File: config.mk
export PLATFORM = sky130hd
export DESIGN_NAME = wsp_primitive_value_encoder_top
export DESIGN_NICKNAME = d
export VERILOG_FILES = /design/src/rtl/wpve_pkg.sv /design/src/rtl/wsp_primitive_value_encoder_top.sv /design/src/rtl/wpve_front.sv /design/src/rtl/wpve_queue.sv /design/src/rtl/wpve_back.sv
export SDC_FILE = /design/constraint.sdc
export NUM_CORES = 1
export LEC_CHECK = 0
export BUFFER_PORTS_ARGS = -buffer_cell sky130_fd_sc_hd__buf_2
export CAP_MARGIN = 20
export CORE_MARGIN = 2
export CORE_UTILIZATION = 35
export CTS_CLUSTER_DIAMETER = 80
export DETAILED_ROUTE_END_ITERATION = 8
export GPL_TIMING_DRIVEN = 0
export PLACE_DENSITY_LB_ADDON = 0.3
export SETUP_SLACK_MARGIN = 0.2
export SLEW_MARGIN = 20
export SYNTH_ARGS = -nofsm -noshare
export SYNTH_HDL_FRONTEND = slang
export SYNTH_SLANG_ARGS = --single-unit
File: constraint.sdc
create_clock -name clk -period 7.15 [get_ports clk]
set_input_delay 1.43 -clock clk [delete_from_list [all_inputs] [get_ports clk]]
set_output_delay 1.43 -clock clk [all_outputs]
set_load 0.005 [all_outputs]
File: src/rtl/wpve_pkg.sv
// Shared types, operation codes and the uintvar encoding function for the WSP primitive value encoder.
package wpve_pkg;

    localparam logic [2:0] FUNC_UINTVAR   = 3'd0;
    localparam logic [2:0] FUNC_VALUE_LEN = 3'd1;
    localparam logic [2:0] FUNC_SHORT_INT = 3'd2;
    localparam logic [2:0] FUNC_LONG_INT  = 3'd3;
    localparam logic [2:0] FUNC_INTEGER   = 3'd4;
    localparam logic [2:0] FUNC_QVALUE    = 3'd5;

    localparam int          MAX_BYTES      = 6;
    localparam int          UV_BYTES       = 5;
    localparam int          QDEPTH         = 2;
    localparam logic [31:0] SHORT_LEN_MAX  = 32'd30;
    localparam logic [7:0]  LEN_QUOTE_BYTE = 8'd31;
    localparam logic [31:0] SHORT_INT_LIM  = 32'd128;
    localparam logic [31:0] Q_SCALE        = 32'd1000;
    localparam logic [10:0] Q_OFFSET       = 11'd100;
    // floor(x / 10) == (x * 205) >> 11 for every x below 1029
    localparam logic [7:0]  DIV10_RECIP    = 8'd205;

    typedef struct packed {
        logic [UV_BYTES-1:0][7:0] b;
        logic [2:0]               n;
    } uv_t;

    typedef struct packed {
        logic [MAX_BYTES-1:0][7:0] bytes;
        logic [2:0]                count;
        logic                      err;
    } plan_t;

    typedef struct packed {
        logic full;
        logic empty;
    } q_status_t;

    // Uintvar: 7-bit groups, most significant first, continuation bit on all but the final one.
    function automatic uv_t uintvar_enc(input logic [31:0] v);
        uv_t              r;
        logic [4:0][6:0]  g;
        logic [2:0]       top;
        logic [2:0]       gi;
        g[0] = v[6:0];
        g[1] = v[13:7];
        g[2] = v[20:14];
        g[3] = v[27:21];
        g[4] = {3'b000, v[31:28]};
        top  = 3'd0;
        for (int i = 1; i < UV_BYTES; i++) begin
            if (g[i] != 7'd0) begin
                top = 3'(i);
            end
        end
        r.n = top + 3'd1;
        for (int j = 0; j < UV_BYTES; j++) begin
            r.b[j] = 8'h00;
            gi     = top - 3'(j);
            if (3'(j) <= top) begin
                r.b[j] = {(3'(j) != top), g[gi]};
            end
        end
        return r;
    endfunction

endpackage

File: src/rtl/wsp_primitive_value_encoder_top.sv
// Top level of the WSP primitive value encoder: front end, plan queue, byte sequencer.
//
//  channel | handshake            | payload
//  --------+----------------------+------------------------------
//  input   | in_valid / in_stall  | func[2:0], operand[31:0]
//  output  | out_valid / out_stall| out_byte[7:0], last, error
//
// Each request with a used operation code yields one to six bytes; the output register
// moves one byte per cycle while out_stall lets it.
// A first byte passes the queue entry, the plan register and then the output register
// before out_valid shows it.
// rst_n clears the queue pointers and all valid flags at once; no clearing pass.
// in_stall rises only while the two-entry plan queue is full; out_stall holds the
// output register and, once the queue fills, backs up to the input.
// Unused operation codes are accepted and dropped with no output.
module wsp_primitive_value_encoder_top (
    input  logic        clk,
    input  logic        rst_n,
    input  logic        in_valid,
    output logic        in_stall,
    input  logic [2:0]  func,
    input  logic [31:0] operand,
    output logic        out_valid,
    input  logic        out_stall,
    output logic [7:0]  out_byte,
    output logic        last,
    output logic        error
);
    import wpve_pkg::*;

    plan_t     push_plan;
    plan_t     head_plan;
    q_status_t q_status;
    logic      push;
    logic      pop;

    // Classify the request and build its byte plan in the cycle it is accepted.
    wpve_front u_front (
        .in_valid  (in_valid),
        .in_stall  (in_stall),
        .func      (func),
        .operand   (operand),
        .q_status  (q_status),
        .push      (push),
        .push_plan (push_plan)
    );

    // Hold up to two plans so the front keeps accepting while the back drains.
    wpve_queue u_queue (
        .clk       (clk),
        .rst_n     (rst_n),
        .push      (push),
        .push_plan (push_plan),
        .pop       (pop),
        .pop_plan  (head_plan),
        .status    (q_status)
    );

    // Advance through the plan, one byte per cycle whenever the output register frees.
    wpve_back u_back (
        .clk       (clk),
        .rst_n     (rst_n),
        .q_status  (q_status),
        .head_plan (head_plan),
        .pop       (pop),
        .out_valid (out_valid),
        .out_stall (out_stall),
        .out_byte  (out_byte),
        .last      (last),
        .error     (error)
    );

endmodule

File: src/rtl/wpve_front.sv
// Front end: accepts requests and turns each into a plan of up to six bytes.
module wpve_front (
    input  logic              in_valid,
    output logic              in_stall,
    input  logic [2:0]        func,
    input  logic [31:0]       operand,
    input  wpve_pkg::q_status_t q_status,
    output logic              push,
    output wpve_pkg::plan_t   push_plan
);
    import wpve_pkg::*;

    plan_t            plan;
    uv_t              uv_op;
    uv_t              uv_q;
    logic [3:0][7:0]  vb;
    logic [2:0]       nb;
    logic [1:0]       sel;
    logic [9:0]       q10;
    logic [17:0]      qprod;
    logic [6:0]       qdiv;
    logic [9:0]       qrem;
    logic [10:0]      qval;
    logic             q_bad;
    logic             use_short;

    assign vb    = operand;
    assign uv_op = uintvar_enc(operand);

    // q-value: operand known below 1000 when used, so ten bits suffice
    assign q10   = operand[9:0];
    assign q_bad = (operand == 32'd0) || (operand >= Q_SCALE);
    assign qprod = 18'(q10) * 18'(DIV10_RECIP);
    assign qdiv  = qprod[17:11];
    assign qrem  = q10 - 10'(qdiv) * 10'd10;
    assign qval  = (qrem == 10'd0) ? (11'(qdiv) + 11'd1) : (11'(q10) + Q_OFFSET);
    assign uv_q  = uintvar_enc(32'(qval));

    assign use_short = (func == FUNC_SHORT_INT)
                       || ((func == FUNC_INTEGER) && (operand < SHORT_INT_LIM));

    always_comb
    begin
        nb = 3'd1;
        if (operand > 32'h0000_00ff) nb = 3'd2;
        if (operand > 32'h0000_ffff) nb = 3'd3;
        if (operand > 32'h00ff_ffff) nb = 3'd4;
    end

    always_comb
    begin
        plan.bytes = '0;
        plan.count = 3'd0;
        plan.err   = 1'b0;
        sel        = 2'd0;
        unique case (func) inside
            FUNC_UINTVAR:
            begin
                plan.bytes[UV_BYTES-1:0] = uv_op.b;
                plan.count               = uv_op.n;
            end
            FUNC_VALUE_LEN:
            begin
                if (operand > SHORT_LEN_MAX) begin
                    plan.bytes[0]          = LEN_QUOTE_BYTE;
                    plan.bytes[UV_BYTES:1] = uv_op.b;
                    plan.count             = uv_op.n + 3'd1;
                end else begin
                    plan.bytes[0] = operand[7:0];
                    plan.count    = 3'd1;
                end
            end
            FUNC_SHORT_INT, FUNC_LONG_INT, FUNC_INTEGER:
            begin
                if (use_short) begin
                    plan.bytes[0] = {1'b1, operand[6:0]};
                    plan.count    = 3'd1;
                end else begin
                    plan.bytes[0] = 8'(nb);
                    for (int k = 0; k < 4; k++) begin
                        sel = 2'(nb - 3'd1 - 3'(k));
                        if (3'(k) < nb) begin
                            plan.bytes[k+1] = vb[sel];
                        end
                    end
                    plan.count = nb + 3'd1;
                end
            end
            FUNC_QVALUE:
            begin
                if (q_bad) begin
                    plan.count = 3'd1;
                    plan.err   = 1'b1;
                end else begin
                    plan.bytes[UV_BYTES-1:0] = uv_q.b;
                    plan.count               = uv_q.n;
                end
            end
            default:
            begin
                plan.count = 3'd0;
            end
        endcase
    end

    // Drop unused codes here: they yield no bytes and never enter the queue.
    assign in_stall  = q_status.full;
    assign push      = in_valid && !q_status.full && (plan.count != 3'd0);
    assign push_plan = plan;

endmodule

File: src/rtl/wpve_queue.sv
// Two-entry plan queue between the front end and the byte sequencer.
module wpve_queue (
    input  logic                clk,
    input  logic                rst_n,
    input  logic                push,
    input  wpve_pkg::plan_t     push_plan,
    input  logic                pop,
    output wpve_pkg::plan_t     pop_plan,
    output wpve_pkg::q_status_t status
);
    import wpve_pkg::*;

    localparam int PW = $clog2(QDEPTH);
    localparam int CW = $clog2(QDEPTH + 1);

    plan_t         entry_reg [QDEPTH];
    logic [PW-1:0] wr_ptr_reg, wr_ptr_next;
    logic [PW-1:0] rd_ptr_reg, rd_ptr_next;
    logic [CW-1:0] cnt_reg, cnt_next;

    assign status.full  = (cnt_reg == CW'(QDEPTH));
    assign status.empty = (cnt_reg == '0);
    assign pop_plan     = entry_reg[rd_ptr_reg];

    always_comb
    begin
        wr_ptr_next = wr_ptr_reg;
        rd_ptr_next = rd_ptr_reg;
        cnt_next    = cnt_reg;
        if (push) begin
            wr_ptr_next = (wr_ptr_reg == PW'(QDEPTH - 1)) ? '0 : wr_ptr_reg + PW'(1);
        end
        if (pop) begin
            rd_ptr_next = (rd_ptr_reg == PW'(QDEPTH - 1)) ? '0 : rd_ptr_reg + PW'(1);
        end
        if (push && !pop) begin
            cnt_next = cnt_reg + CW'(1);
        end else if (pop && !push) begin
            cnt_next = cnt_reg - CW'(1);
        end
    end

    always_ff @(posedge clk or negedge rst_n)
    begin
        if (!rst_n) begin
            wr_ptr_reg <= '0;
            rd_ptr_reg <= '0;
            cnt_reg    <= '0;
        end else begin
            wr_ptr_reg <= wr_ptr_next;
            rd_ptr_reg <= rd_ptr_next;
            cnt_reg    <= cnt_next;
        end
    end

    always_ff @(posedge clk)
    begin
        if (push) begin
            entry_reg[wr_ptr_reg] <= push_plan;
        end
    end

endmodule

File: src/rtl/wpve_back.sv
// Back end: walks the current plan one byte per cycle into the output register while out_stall lets it.
module wpve_back (
    input  logic                clk,
    input  logic                rst_n,
    input  wpve_pkg::q_status_t q_status,
    input  wpve_pkg::plan_t     head_plan,
    output logic                pop,
    output logic                out_valid,
    input  logic                out_stall,
    output logic [7:0]          out_byte,
    output logic                last,
    output logic                error
);
    import wpve_pkg::*;

    plan_t      cur_reg, cur_next;
    logic       cur_valid_reg, cur_valid_next;
    logic [2:0] idx_reg, idx_next;
    logic       out_valid_reg, out_valid_next;
    logic [7:0] out_byte_reg;
    logic       last_reg;
    logic       error_reg;
    logic       advance;
    logic       emit;
    logic       final_byte;
    logic       finish;

    assign advance    = !out_valid_reg || !out_stall;
    assign emit       = advance && cur_valid_reg;
    assign final_byte = (idx_reg == cur_reg.count - 3'd1);
    assign finish     = emit && final_byte;
    // Load the next plan when idle or as the current one hands off its final byte.
    assign pop        = !q_status.empty && (!cur_valid_reg || finish);

    always_comb
    begin
        cur_next       = cur_reg;
        cur_valid_next = cur_valid_reg;
        idx_next       = idx_reg;
        if (pop) begin
            cur_next       = head_plan;
            cur_valid_next = 1'b1;
            idx_next       = 3'd0;
        end else if (finish) begin
            cur_valid_next = 1'b0;
        end else if (emit) begin
            idx_next = idx_reg + 3'd1;
        end
        out_valid_next = advance ? cur_valid_reg : out_valid_reg;
    end

    always_ff @(posedge clk or negedge rst_n)
    begin
        if (!rst_n) begin
            cur_valid_reg <= 1'b0;
            idx_reg       <= 3'd0;
            out_valid_reg <= 1'b0;
        end else begin
            cur_valid_reg <= cur_valid_next;
            idx_reg       <= idx_next;
            out_valid_reg <= out_valid_next;
        end
    end

    always_ff @(posedge clk)
    begin
        cur_reg <= cur_next;
        if (emit) begin
            out_byte_reg <= cur_reg.bytes[idx_reg];
            last_reg     <= final_byte;
            error_reg    <= cur_reg.err;
        end
    end

    assign out_valid = out_valid_reg;
    assign out_byte  = out_byte_reg;
    assign last      = last_reg;
    assign error     = error_reg;

endmodule

==> run summary, run 1 <==
Pre-Repair DR Iteration Count = 6
Crit path required time = 7.32 ns
Initial DRC count = 783
Avg Cell Area, Syn = 11.1 sq um
Routed Wire Length = 37900 um
GPL Wtd Cong = 0.987
Pwr Density = 436 nW/um^2
Largest register FFs = 104
Fin crit period = 8.17 ns
Failing checks = setup timing
TritonCTS clock tree = built
Setup CP Type = input port to flop
Die height = 189 um
Clock-pin slew on the worst setup and hold paths = 0.06 ns
Placement Setup Slack = -2.62 ns
TritonCTS Buffers = 17
HPWL after DPL = 28100 um
Share of cells above drive strength 1 = 28.1%
Most common cell after layout, fill and taps aside = edfxtp_1
H-tree depth = 4
First-pass GRT wire length = 57000 um
# IOs = 51
Asr flop ratio synth = 5.14%
Outcome = finished with violations
Period utilization = 114%
Met1 wire length = 16600 um
Rows = 67
Vias after detailed routing = 9498
Yosys reg bits = 175
Setup violators final = 34
Critical path's slowest cell = fa_1
HP Class = flop to flop
Max Used Layer = met4
Clock Latency Late Sink = 0.42 ns
Synthesis-to-layout area growth = 25.9%
Drc violations = 0
Unrepaired setup endpoints after global routing = true
Pin count of the biggest net entering global routing = 34
Final hold violations = 0
Initial core utilization = 35.7%
Peak VDD IR = 0.000311 V
Critical Path End Type = flop
Crit-path max cell delay = 0.49 ns
Vias in the first global route = 9390
Pleak = 5.82 nW
ANT cells = 0
Slew @ Worst Pin = 0.958 ns
Most frequent cell on the critical path = ha_4
Most frequent cells in the layout = 166 x edfxtp_1, 91 x nand2_1, 70 x ha_1
Remaining antenna violation count = 0
Worst EP arrival = 8.34 ns
Grt total ovfl = 0
Bufs and invs on worst path = 11
Yosys synthesis warning count = 0
Cells after synthesis = 1086
Largest fanout on the critical path = 5
Yosys cell types = 77
Worst setup SP type = input port
Maximum clock frequency = 122 MHz
EDFF count, synth = 166
Most used DFF post-synth = edfxtp_1
Nets = 1358
Final core utilization = 44.9%
Avg WL per Cell = 22.6 um
Delay-heaviest family, CP = adder cells
Slew Limit Fails = 0
Worst-case clock buffer depth = 2
Antenna violations before repair = 0
Metal2 WL = 17500 um
Final WS setup = -1.02 ns
Total die area = 35900 sq um
Layout Skew = 0.00913 ns
Sequential share of the synthesized area = 43.3%
Fill count = 3158
Met3 wire len = 2660 um
PortBufs = 49
Clock Sinks = 175
Max-Cap Viols = 0
Cell Area, Synth = 12000 sq um
GRT Overall Usage = 21.2%
Die outline width = 189 um
Core Area = 33700 sq um
Vias per Instance = 5.68
Root Driver = clkbuf_16
Relative slew slack = 36.2%
## report_power, final
part,switching (mW),total [mW],internal (mW)
sequential,0.0659,1.53,1.47
clock,0.370,0.987,0.618
combinational,2.24,4.09,1.85
total,2.68,6.61,3.94
## metrics by stage
step | instance area [sq um] | hold WS (ns) | instances | setup TNS, ns | power, mW
floorplan | 12400 | 0.400 | 1087 | -27.23 | 4.16
global placement | 13200 | 0.406 | 1584 | -159.39 | 4.87
detailed placement | 13300 | 0.410 | 1589 | -79.77 | 4.98
CTS | 14900 | 0.426 | 1662 | -29.60 | 6.42
global route | 15100 | 0.433 | 1673 | -39.48 | 7.08
finish | 15100 | 0.424 | 1673 | -30.61 | 6.61
## worst register-to-register path: cells and delay by family (launching register included)
kind	cells	cell delay (ns)
flops	1	0.35
fa+ha+maj	1	0.36
buf+inv	2	0.89
simple gates	3	0.70
compound gates	1	0.64
xor+xnor	2	0.25
## kinds of logic after synthesis
kind of cell / count (synthesis) / share of synthesized area, %
simple gates: 256 / 10.1
xor+xnor: 37 / 2.69
other cells: 1 / 0.0312
fa+ha+maj: 107 / 12.3
flops: 175 / 43.3
mux: 111 / 12.3
compound gates: 252 / 14.4
buf+inv: 147 / 4.89
## final cells by class
cell class / instances / area (sq um) / area share [%]
plain buffers: 58 / 437 / 2.88
clock buffers: 17 / 425 / 2.81
clock inverters: 15 / 215 / 1.42
inverters: 89 / 387 / 2.55
multi-input cells: 765 / 6970 / 46.0
flip-flops and latches: 175 / 5210 / 34.4
well taps: 448 / 561 / 3.70
repair buffers: 106 / 943 / 6.23
## worst paths after layout
kind,start,endpoint,slack [ns],depth (start not counted)
max reg2reg,u_back.idx_reg[0],u_queue.cnt_reg[1],3.88,9
max,operand[2],u_queue.entry_reg[1][17],-1.02,37
min reg2reg,u_back.cur_reg[0],u_back.error,0.42,0
min,u_back.cur_reg[0],u_back.error,0.42,0
min in group asynchronous,rst_n,u_queue.cnt_reg[1],0.86,1
max in group asynchronous,rst_n,u_back.cur_valid_reg,6.10,1
## per-layer routing
metal	global-route usage, %	vias up
met4	7.22	0
met5	0	-
met3	3.91	76
met1	28.7	4695
met2	34.2	402
li1	-	4325
## repair_timing
item                                    4_1_cts  5_1_grt
endpoints found under the setup margin       34       34
pin swaps                                    32        5
hold buffers                                  0        0
cloned                                        1        0
setup buffers                                40       11
gates resized for setup                     106       27
## cell usage after synthesis (all sizes together), types with 9 or more instances
| master | count | area [sq um] |
|---|---|---|
| nand2 | 94 | 355 |
| mux2 | 60 | 683 |
| nor2 | 58 | 218 |
| xnor2 | 25 | 219 |
| clkbuf | 39 | 146 |
| a31oi | 13 | 81.3 |
| dfrtp | 9 | 225 |
| a21o | 14 | 105 |
| mux2i | 28 | 280 |
| o221ai | 19 | 166 |
| o21a | 9 | 67.6 |
| o21ai | 50 | 250 |
| a21oi | 56 | 284 |
| ha | 89 | 1110 |
| o22ai | 13 | 81.3 |
| a211oi | 9 | 67.6 |
| nor3 | 18 | 90.1 |
| and3 | 9 | 56.3 |
| xor2 | 12 | 105 |
| mux4 | 23 | 518 |
| buf | 19 | 108 |
| inv | 87 | 327 |
| nand3 | 21 | 110 |
| edfxtp | 166 | 4980 |
| fa | 18 | 360 |
| nand2b | 10 | 62.6 |
| o211ai | 12 | 90.1 |
| nand4 | 11 | 68.8 |
(Power assumes the default switching activity.)
==> run 2, diff against run 1 <==
--- a/config.mk
+++ b/config.mk
@@ -17,4 +17,5 @@
 export SLEW_MARGIN = 20
 export SYNTH_ARGS = -nofsm -noshare
 export SYNTH_HDL_FRONTEND = slang
+export SYNTH_HIERARCHICAL = 1
 export SYNTH_SLANG_ARGS = --single-unit
==> run 2 against run 1 <==
The flow still finishes with violations (setup timing). Largest power group unchanged. Critical path type unchanged. Register-to-register slack gained 0.78 ns. Sequential share of layout area grew 0.50 points. Global-route usage shrank 1.4 points.
==> run summary, run 2 <==
Die outline width = 190 um (+0.29%)
Rows = 68 (+1.5%)
Critical path's slowest cell = fa_1
Maximum clock frequency = 129 MHz (+5.5%)
Avg Cell Area, Syn = 12.2 sq um (+9.9%)
Final hold violations = 0 (unchanged)
Most frequent cell on the critical path = ha_4
Outcome = finished with violations
Most common cell after layout, fill and taps aside = edfxtp_1
Yosys reg bits = 175 (unchanged)
Cell Area, Synth = 12100 sq um (+0.59%)
TritonCTS Buffers = 17 (unchanged)
Cells after synthesis = 994 (-8.5%)
Yosys top cell area share = 41.2% (-0.24 points)
HPWL after DPL = 26700 um (-5.1%)
Delay-heaviest family, CP = adder cells
Most frequent cells in the layout = 166 x edfxtp_1, 67 x nand2_1, 64 x ha_1
Period utilization = 108% (-5.9 points)
Final WS setup = -0.595 ns (+0.425 ns)
Slew @ Worst Pin = 1.06 ns (+0.101 ns)
Worst-case clock buffer depth = 2 (unchanged)
Pleak = 5.64 nW (-3.2%)
Largest register FFs = 104 (unchanged)
Routed Wire Length = 35400 um (-6.5%)
EDFF count, synth = 166 (unchanged)
Root Driver = clkbuf_16
Unrepaired setup endpoints after global routing = true
Post-CTS Hold Fix Bufs = 0 (unchanged)
Setup_tns = -17.88 ns (+12.73 ns)
Fin crit period = 7.74 ns (-0.425 ns)
Post-Layout Cell Count = 1572 (-6.0%)
Yosys synthesis warning count = 6 (+6)
CP Launch Point = operand[5]
Nets = 1246 (-8.2%)
Slew Limit Fails = 0 (unchanged)
Pre-Repair DR Iteration Count = 8 (+2)
Avg WL per Cell = 22.5 um (-0.50%)
Layout Skew = 0.00916 ns (+0.0000359 ns)
Initial DRC count = 774 (-1.1%)
GPL Wtd Cong = 0.964 (-2.4%)
Main area contributors after synthesis = edfxtp_1 41%, ha_1 8.8%, mux2_4 6.1%, mux4_2 3.7%, fa_1 3.0%
Cell accounting for the most synthesized area = edfxtp_1
Vias after detailed routing = 8765 (-7.7%)
Pin count of the biggest net entering global routing = 52 (+53%)
Bufs and invs on worst path = 6 (-5)
Grt total ovfl = 0 (unchanged)
Worst setup SP type = input port
Max-Cap Viols = 0 (unchanged)
Syn nets = 1136
TritonCTS clock tree = built
Remaining antenna violation count = 0 (unchanged)
Asr flop ratio synth = 5.14% (unchanged)
Clock-pin slew on the worst setup and hold paths = 0.06 ns (about the same)
HP Class = flop to flop
Vias in the first global route = 8485 (-9.6%)
Crit-path max cell delay = 0.59 ns (+0.10 ns)
Critical Path End Type = flop
ANT cells = 0 (unchanged)
Antenna violations before repair = 0 (unchanged)
Share of cells above drive strength 1 = 32.0% (+3.9 points)
Largest fanout on the critical path = 7 (+2)
Pwr Total = 6.87 mW (+4.0%)
Die height = 190 um (+0.29%)
Yosys cell types = 92 (+19%)
Setup violators final = 34 (unchanged)
Peak VDD IR = 0.000503 V (+62%)
Most used DFF post-synth = edfxtp_1
H-tree depth = 4 (unchanged)
Synthesis-to-layout area growth = 23.4%
Clock Latency Late Sink = 0.43 ns (about the same)
Initial core utilization = 35.3% (-0.40 points)
Drc violations = 0 (unchanged)
Clock Sinks = 175 (unchanged)
Reg2reg start = u_queue/cnt_reg[1]
Top post-synthesis cells by count = 166 x edfxtp_1, 85 x ha_1, 68 x nand2_1
Total die area = 36100 sq um (+0.58%)
Setup CP Type = input port to flop
Core Area = 34300 sq um (+1.7%)
Vias per Instance = 5.58 (-1.8%)
GRT Overall Usage = 19.8% (-1.4 points)
Worst EP arrival = 7.91 ns (-0.43 ns)
# IOs = 51 (unchanged)
Hold_sp = u_back/cur_reg[0]
Failing checks = setup timing
Most common cell in the netlist = edfxtp_1
Dpl cells = 1502 (-5.5%)
PortBufs = 48 (-2.0%)
Crit path required time = 7.32 ns (about the same)
First-pass GRT wire length = 52900 um (-7.2%)
Fill count = 3224 (+2.1%)
Relative slew slack = 28.5% (-7.7 points)
Sequential share of the synthesized area = 43.1% (-0.26 points)
Pwr Density = 460 nW/um^2 (+5.5%)
[run 2: changes by cell type after synthesis, moves of 8 or more]
| cell | delta |
|---|---|
| nor2_1 | -10 |
| nand2_1 | -25 |
| clkbuf_1 | -8 |
| a21oi_1 | -10 |
| o2bb2ai_1 | +10 |
| o22ai_1 | -11 |
| nand3_1 | +11 |
| inv_1 | -23 |
| mux2_2 | -53 |
| mux2_4 | +47 |
| nand4_1 | -8 |
| nor3_1 | -11 |
[run 2: what timing repair did]
action / in CTS / in global routing
pin swaps: 35 / 4
setup endpoints to repair: 34 / 34
resized for setup: 106 / 8
gates cloned: 1 / 0
setup buffers: 33 / 4
[run 2: metal layers]
| layer | track usage, % | wire length, um | vias up |
|---|---|---|---|
| met5 | 0 | 0 | - |
| met4 | 6.35 | 1040 | 0 |
| met3 | 2.93 | 1950 | 67 |
| met2 | 32.1 | 16400 | 362 |
| met1 | 27.2 | 16000 | 4310 |
| li1 | - | - | 4026 |
[run 2: final timing paths]
kind,endpoint,slack (ns),cells after the start
setup / recovery,u_queue/entry_reg[1][9],-0.59,28
hold / removal,u_back/error,0.42,0
setup reg to reg,u_queue/entry_reg[0][41],4.66,5
hold reg to reg,u_back/error,0.42,0
max in group asynchronous,u_back/idx_reg[2],6.09,1
min in group asynchronous,u_queue/cnt_reg[0],0.86,1
[run 2: cell families (layout without fill, tap and decap cells)]
kind of cell / after synthesis / in the layout / synth area share, %
adder cells (fa/ha/maj): 103 / 103 / 11.8
multiplexers: 103 / 103 / 12.7
AO/OA/AOI/OAI: 236 / 236 / 14.5
XOR/XNOR: 41 / 41 / 3.28
other: 1 / 1 / 0.0310
buffers and inverters: 118 / 241 / 4.92
flip-flops: 175 / 175 / 43.1
AND/OR/NAND/NOR: 217 / 217 / 9.78
[run 2: worst reg2reg max path, stage by stage (launching register included)]
cell and delay, ns:
dfrtp_1 0.40, nor2b_1 0.15, nand2b_1 0.23, a21oi_1 0.48
nor2b_4 0.68, buf_16 0.25
[run 2: final cells by class]
cell class / instances / area [sq um] / area share [%]
inverters: 64 / 293 / 1.96
clock inverters: 14 / 228 / 1.53
well taps: 455 / 569 / 3.81
clock buffers: 18 / 429 / 2.87
plain buffers: 54 / 537 / 3.60
multi-input cells: 701 / 6890 / 46.1
flip-flops and latches: 175 / 5210 / 34.9
repair buffers: 91 / 774 / 5.19
[run 2: power by group]
group	leakage (nW)	internal (mW)	switching (mW)
registers	1.64	1.48	0.0856
logic	3.69	2.03	2.27
clock network	0.315	0.627	0.381
[run 2: stage by stage]
step           util, %  area, sq um  hold WS (ns)  worst slack [ns]
6_report          43.5        14900         0.419            -0.595
5_1_grt           43.5        14900         0.427            -0.787
4_1_cts           43.3        14800         0.422            -0.513
3_5_place_dp      38.9        13300         0.406             -1.90
3_3_place_gp      38.4        13200         0.406             -1.84
2_1_floorplan        -        12400         0.400            -0.642
==> run 3, diff against run 2 <==
--- a/config.mk
+++ b/config.mk
@@ -5,6 +5,7 @@
 export SDC_FILE = /design/constraint.sdc
 export NUM_CORES = 1
 export LEC_CHECK = 0
+export ABC_AREA = 1
 export BUFFER_PORTS_ARGS = -buffer_cell sky130_fd_sc_hd__buf_2
 export CAP_MARGIN = 20
 export CORE_MARGIN = 2
==> run 3 against run 2 <==
The flow still finishes with violations (setup timing). Highest routed layer is now met5. Critical endpoint is now u_queue/entry_reg[0][1]. Final cell count is 24% higher. Synthesized cell count is 36% higher. First-iteration DRC count is 10% higher. Cell area increased by 2.8%. Largest power group unchanged. Global-route usage increased by 1.9 points. Fmax decreased by 0.90%. Sequential share of layout area shrank 0.96 points. Clock skew decreased by 0.0017 ns. Flip-flop and latch count did not move.
==> run summary, run 3 <==
R2r setup slk = 4.61 ns (-0.05 ns)
Fin crit period = 7.82 ns (+0.0703 ns)
Rows = 68 (unchanged)
Asr flop ratio synth = 5.14% (unchanged)
Maximum clock frequency = 128 MHz (-0.90%)
Slew @ Worst Pin = 0.752 ns (-0.307 ns)
Critical path's slowest cell = fa_2
Unrepaired setup endpoints after global routing = true
Crit path required time = 7.29 ns (-0.03 ns)
Total die area = 36900 sq um (+2.4%)
Clock power frac = 14.2% (-0.5 points)
Root Driver = clkbuf_16
Remaining antenna violation count = 0 (unchanged)
Synthesis-to-layout area growth = 23.8%
Initial core utilization = 35.7% (+0.43 points)
Final WS setup = -0.665 ns (-0.0703 ns)
R2r worst-path depth = 7 (+2)
Largest register FFs = 104 (unchanged)
Slew Limit Fails = 0 (unchanged)
Switching Share = 42.2% (+2.4 points)
Clock Latency Late Sink = 0.42 ns (about the same)
H-tree depth = 4 (unchanged)
Comb power frac = 62.5% (about the same)
HPWL after DPL = 29600 um (+11%)
Most frequent cells in the layout = 277 x nand2_1, 166 x edfxtp_1, 133 x inv_1
Setup CP Type = input port to flop
Fill count = 3360 (+4.2%)
EDFF count, synth = 166 (unchanged)
Syn nets = 1494 (+32%)
Pwr Total = 6.61 mW (-3.8%)
Period utilization = 109% (+0.98 points)
PortBufs = 49 (+2.1%)
Cells after synthesis = 1352 (+36%)
Worst-case clock buffer depth = 2 (unchanged)
Switching power = 2.79 mW (+1.9%)
Clock-pin slew on the worst setup and hold paths = 0.07 ns (about the same)
Outcome = finished with violations
Pleak = 6.57 nW (+17%)
Critical Path End Type = flop
Max-Cap Viols = 0 (unchanged)
Routed Wire Length = 39200 um (+11%)
Crit-path max cell delay = 0.53 ns (-0.06 ns)
Pin count of the biggest net entering global routing = 18 (-65%)
Hold_sp = u_back/cur_reg[0]
Worst setup SP type = input port
Area of the multi-input gates = 6820 sq um (-0.94%)
Vias after detailed routing = 10100 (+15%)
# IOs = 51 (unchanged)
Avg WL per Cell = 20.1 um (-11%)
ANT cells = 0 (unchanged)
Grt total ovfl = 0 (unchanged)
HP Class = flop to flop
Die height = 192 um (+1.2%)
GPL Wtd Cong = 1.00 (+4.1%)
Relative slew slack = 49.4% (+21 points)
Register area = 5210 sq um (unchanged)
Worst Hold Depth = 0 (unchanged)
Yosys reg bits = 175 (unchanged)
Cell Area, Synth = 12400 sq um (+2.5%)
Final hold slack = 0.449 ns (+0.0297 ns)
Top post-synthesis cells by count = 301 x nand2_1, 166 x edfxtp_1, 158 x inv_1
Cell accounting for the most synthesized area = edfxtp_1
Sequential share of the synthesized area = 42.0% (-1.0 points)
Yosys cell types = 62 (-33%)
Setup_tns = -62.65 ns (-44.76 ns)
Layout Skew = 0.00750 ns (-0.00167 ns)
Most common cell in the netlist = nand2_1
Avg Cell Area, Syn = 9.17 sq um (-25%)
CP Launch Point = operand[8]
Clock Sinks = 175 (unchanged)
Reg power frac = 23.3% (+0.5 points)
Pre-Repair DR Iteration Count = 5 (-3)
Pwr Density = 431 nW/um^2 (-6.5%)
Main area contributors after synthesis = edfxtp_1 40%, nand2_1 9.1%, ha_1 8.6%, mux2_4 5.9%, inv_1 4.8%
Most frequent cell on the critical path = ha_4
Most used DFF post-synth = edfxtp_1
Most common cell after layout, fill and taps aside = nand2_1
GRT Overall Usage = 21.7% (+1.9 points)
Antenna violations before repair = 2 (+2)
Final hold violations = 0 (unchanged)
Peak VDD IR = 0.000363 V (-28%)
First-pass GRT wire length = 59300 um (+12%)
Largest fanout on the critical path = 7 (unchanged)
Drc violations = 0 (unchanged)
Yosys top cell area share = 40.2% (-0.99 points)
Share of cells above drive strength 1 = 27.2% (-4.8 points)
Worst EP arrival = 7.96 ns (+0.05 ns)
TritonCTS clock tree = built
TritonCTS Buffers = 17 (unchanged)
Reg2reg end = u_back/cur_reg[50]
Initial DRC count = 855 (+10%)
Vias in the first global route = 9944 (+17%)
Yosys synthesis warning count = 6 (unchanged)
Setup violators final = 131 (+290%)
Hold Path End = u_back/error
Nets = 1628 (+31%)
Vias per Instance = 5.16 (-7.5%)
Failing checks = setup timing
Die outline width = 192 um (+1.2%)
Core Area = 34700 sq um (+1.2%)
Int Power = 3.82 mW (-7.7%)
Reg2reg start = u_back/cur_valid_reg
[run 3: power by group through the flow]
stage / Clock (mW) / Combinational (mW) / Sequential, mW
finish: 0.939 / 4.13 / 1.54
global route: 1.00 / 4.55 / 1.56
CTS: 0.958 / 3.68 / 1.54
detailed placement: 0 / 3.30 / 1.56
global placement: 0 / 3.21 / 1.57
floorplan: 0 / 2.52 / 1.55
[run 3: layout make-up]
class	instances	share of cell area, %
multi-input combinational	958	44.5
sequential	175	33.9
timing repair buffer	114	7.21
inverter	179	4.76
tap	455	3.71
clock buffer	18	2.80
buffer	40	1.93
clock inverter	14	1.15
timing repair inverter	1	0.0489
[run 3: how the worst max path moves through the flow]
stage	slack, ns	to	depth (start not counted)
2_1_floorplan	-1.01	u_queue/entry_reg[0][0]	45
3_3_place_gp	-2.84	u_queue/entry_reg[1][50]	38
3_5_place_dp	-2.45	u_queue/entry_reg[1][43]	39
4_1_cts	-0.50	u_queue/entry_reg[0][22]	44
5_1_grt	-0.95	u_queue/entry_reg[0][29]	41
6_report	-0.67	u_queue/entry_reg[0][1]	42
[run 3: critical path: cells and delay by family]
| kind | cells | cell delay [ns] |
|---|---|---|
| fa+ha+maj | 9 | 3.35 |
| buf+inv | 11 | 0.96 |
| simple gates | 22 | 2.17 |
[run 3: timing repair]
action,in CTS,in global routing
resized for setup,78,83
gates cloned,4,2
endpoints found under the setup margin,141,141
hold buffers,0,0
pin swaps,29,39
setup buffers,39,15
[run 3: kinds of logic (layout without fill, tap and decap cells)]
family          after synthesis  in the layout  share of synthesized area [%]
compound gates              236            236                           11.1
xor+xnor                     29             29                           2.05
fa+ha+maj                   103            103                           11.5
buf+inv                     219            366                           7.66
flops                       175            175                           42.0
mux                          52             52                           6.21
other cells                   1              1                         0.0302
simple gates                537            537                           19.5
[run 3: per-stage QoR]
| step | instances | utilization (%) | setup slack [ns] | instance area (sq um) |
|---|---|---|---|---|
| 2_1_floorplan | 1352 | - | -1.01 | 12500 |
| 3_3_place_gp | 1856 | 38.5 | -2.84 | 13300 |
| 3_5_place_dp | 1862 | 38.8 | -2.45 | 13500 |
| 4_1_cts | 1937 | 42.8 | -0.498 | 14900 |
| 5_1_grt | 1954 | 44.2 | -0.954 | 15400 |
| 6_report | 1954 | 44.2 | -0.665 | 15400 |
[run 3: routing by layer]
metal  vias up  routed length (um)  GRT usage, %  share of wire, %
met2       321               18600          35.6                47
met3        58                1780          2.63               4.5
li1       4845                   -             -                 -
met5         -                  13             0             0.033
met4         2                1070          7.34               2.7
met1      4855               17800          29.7                45
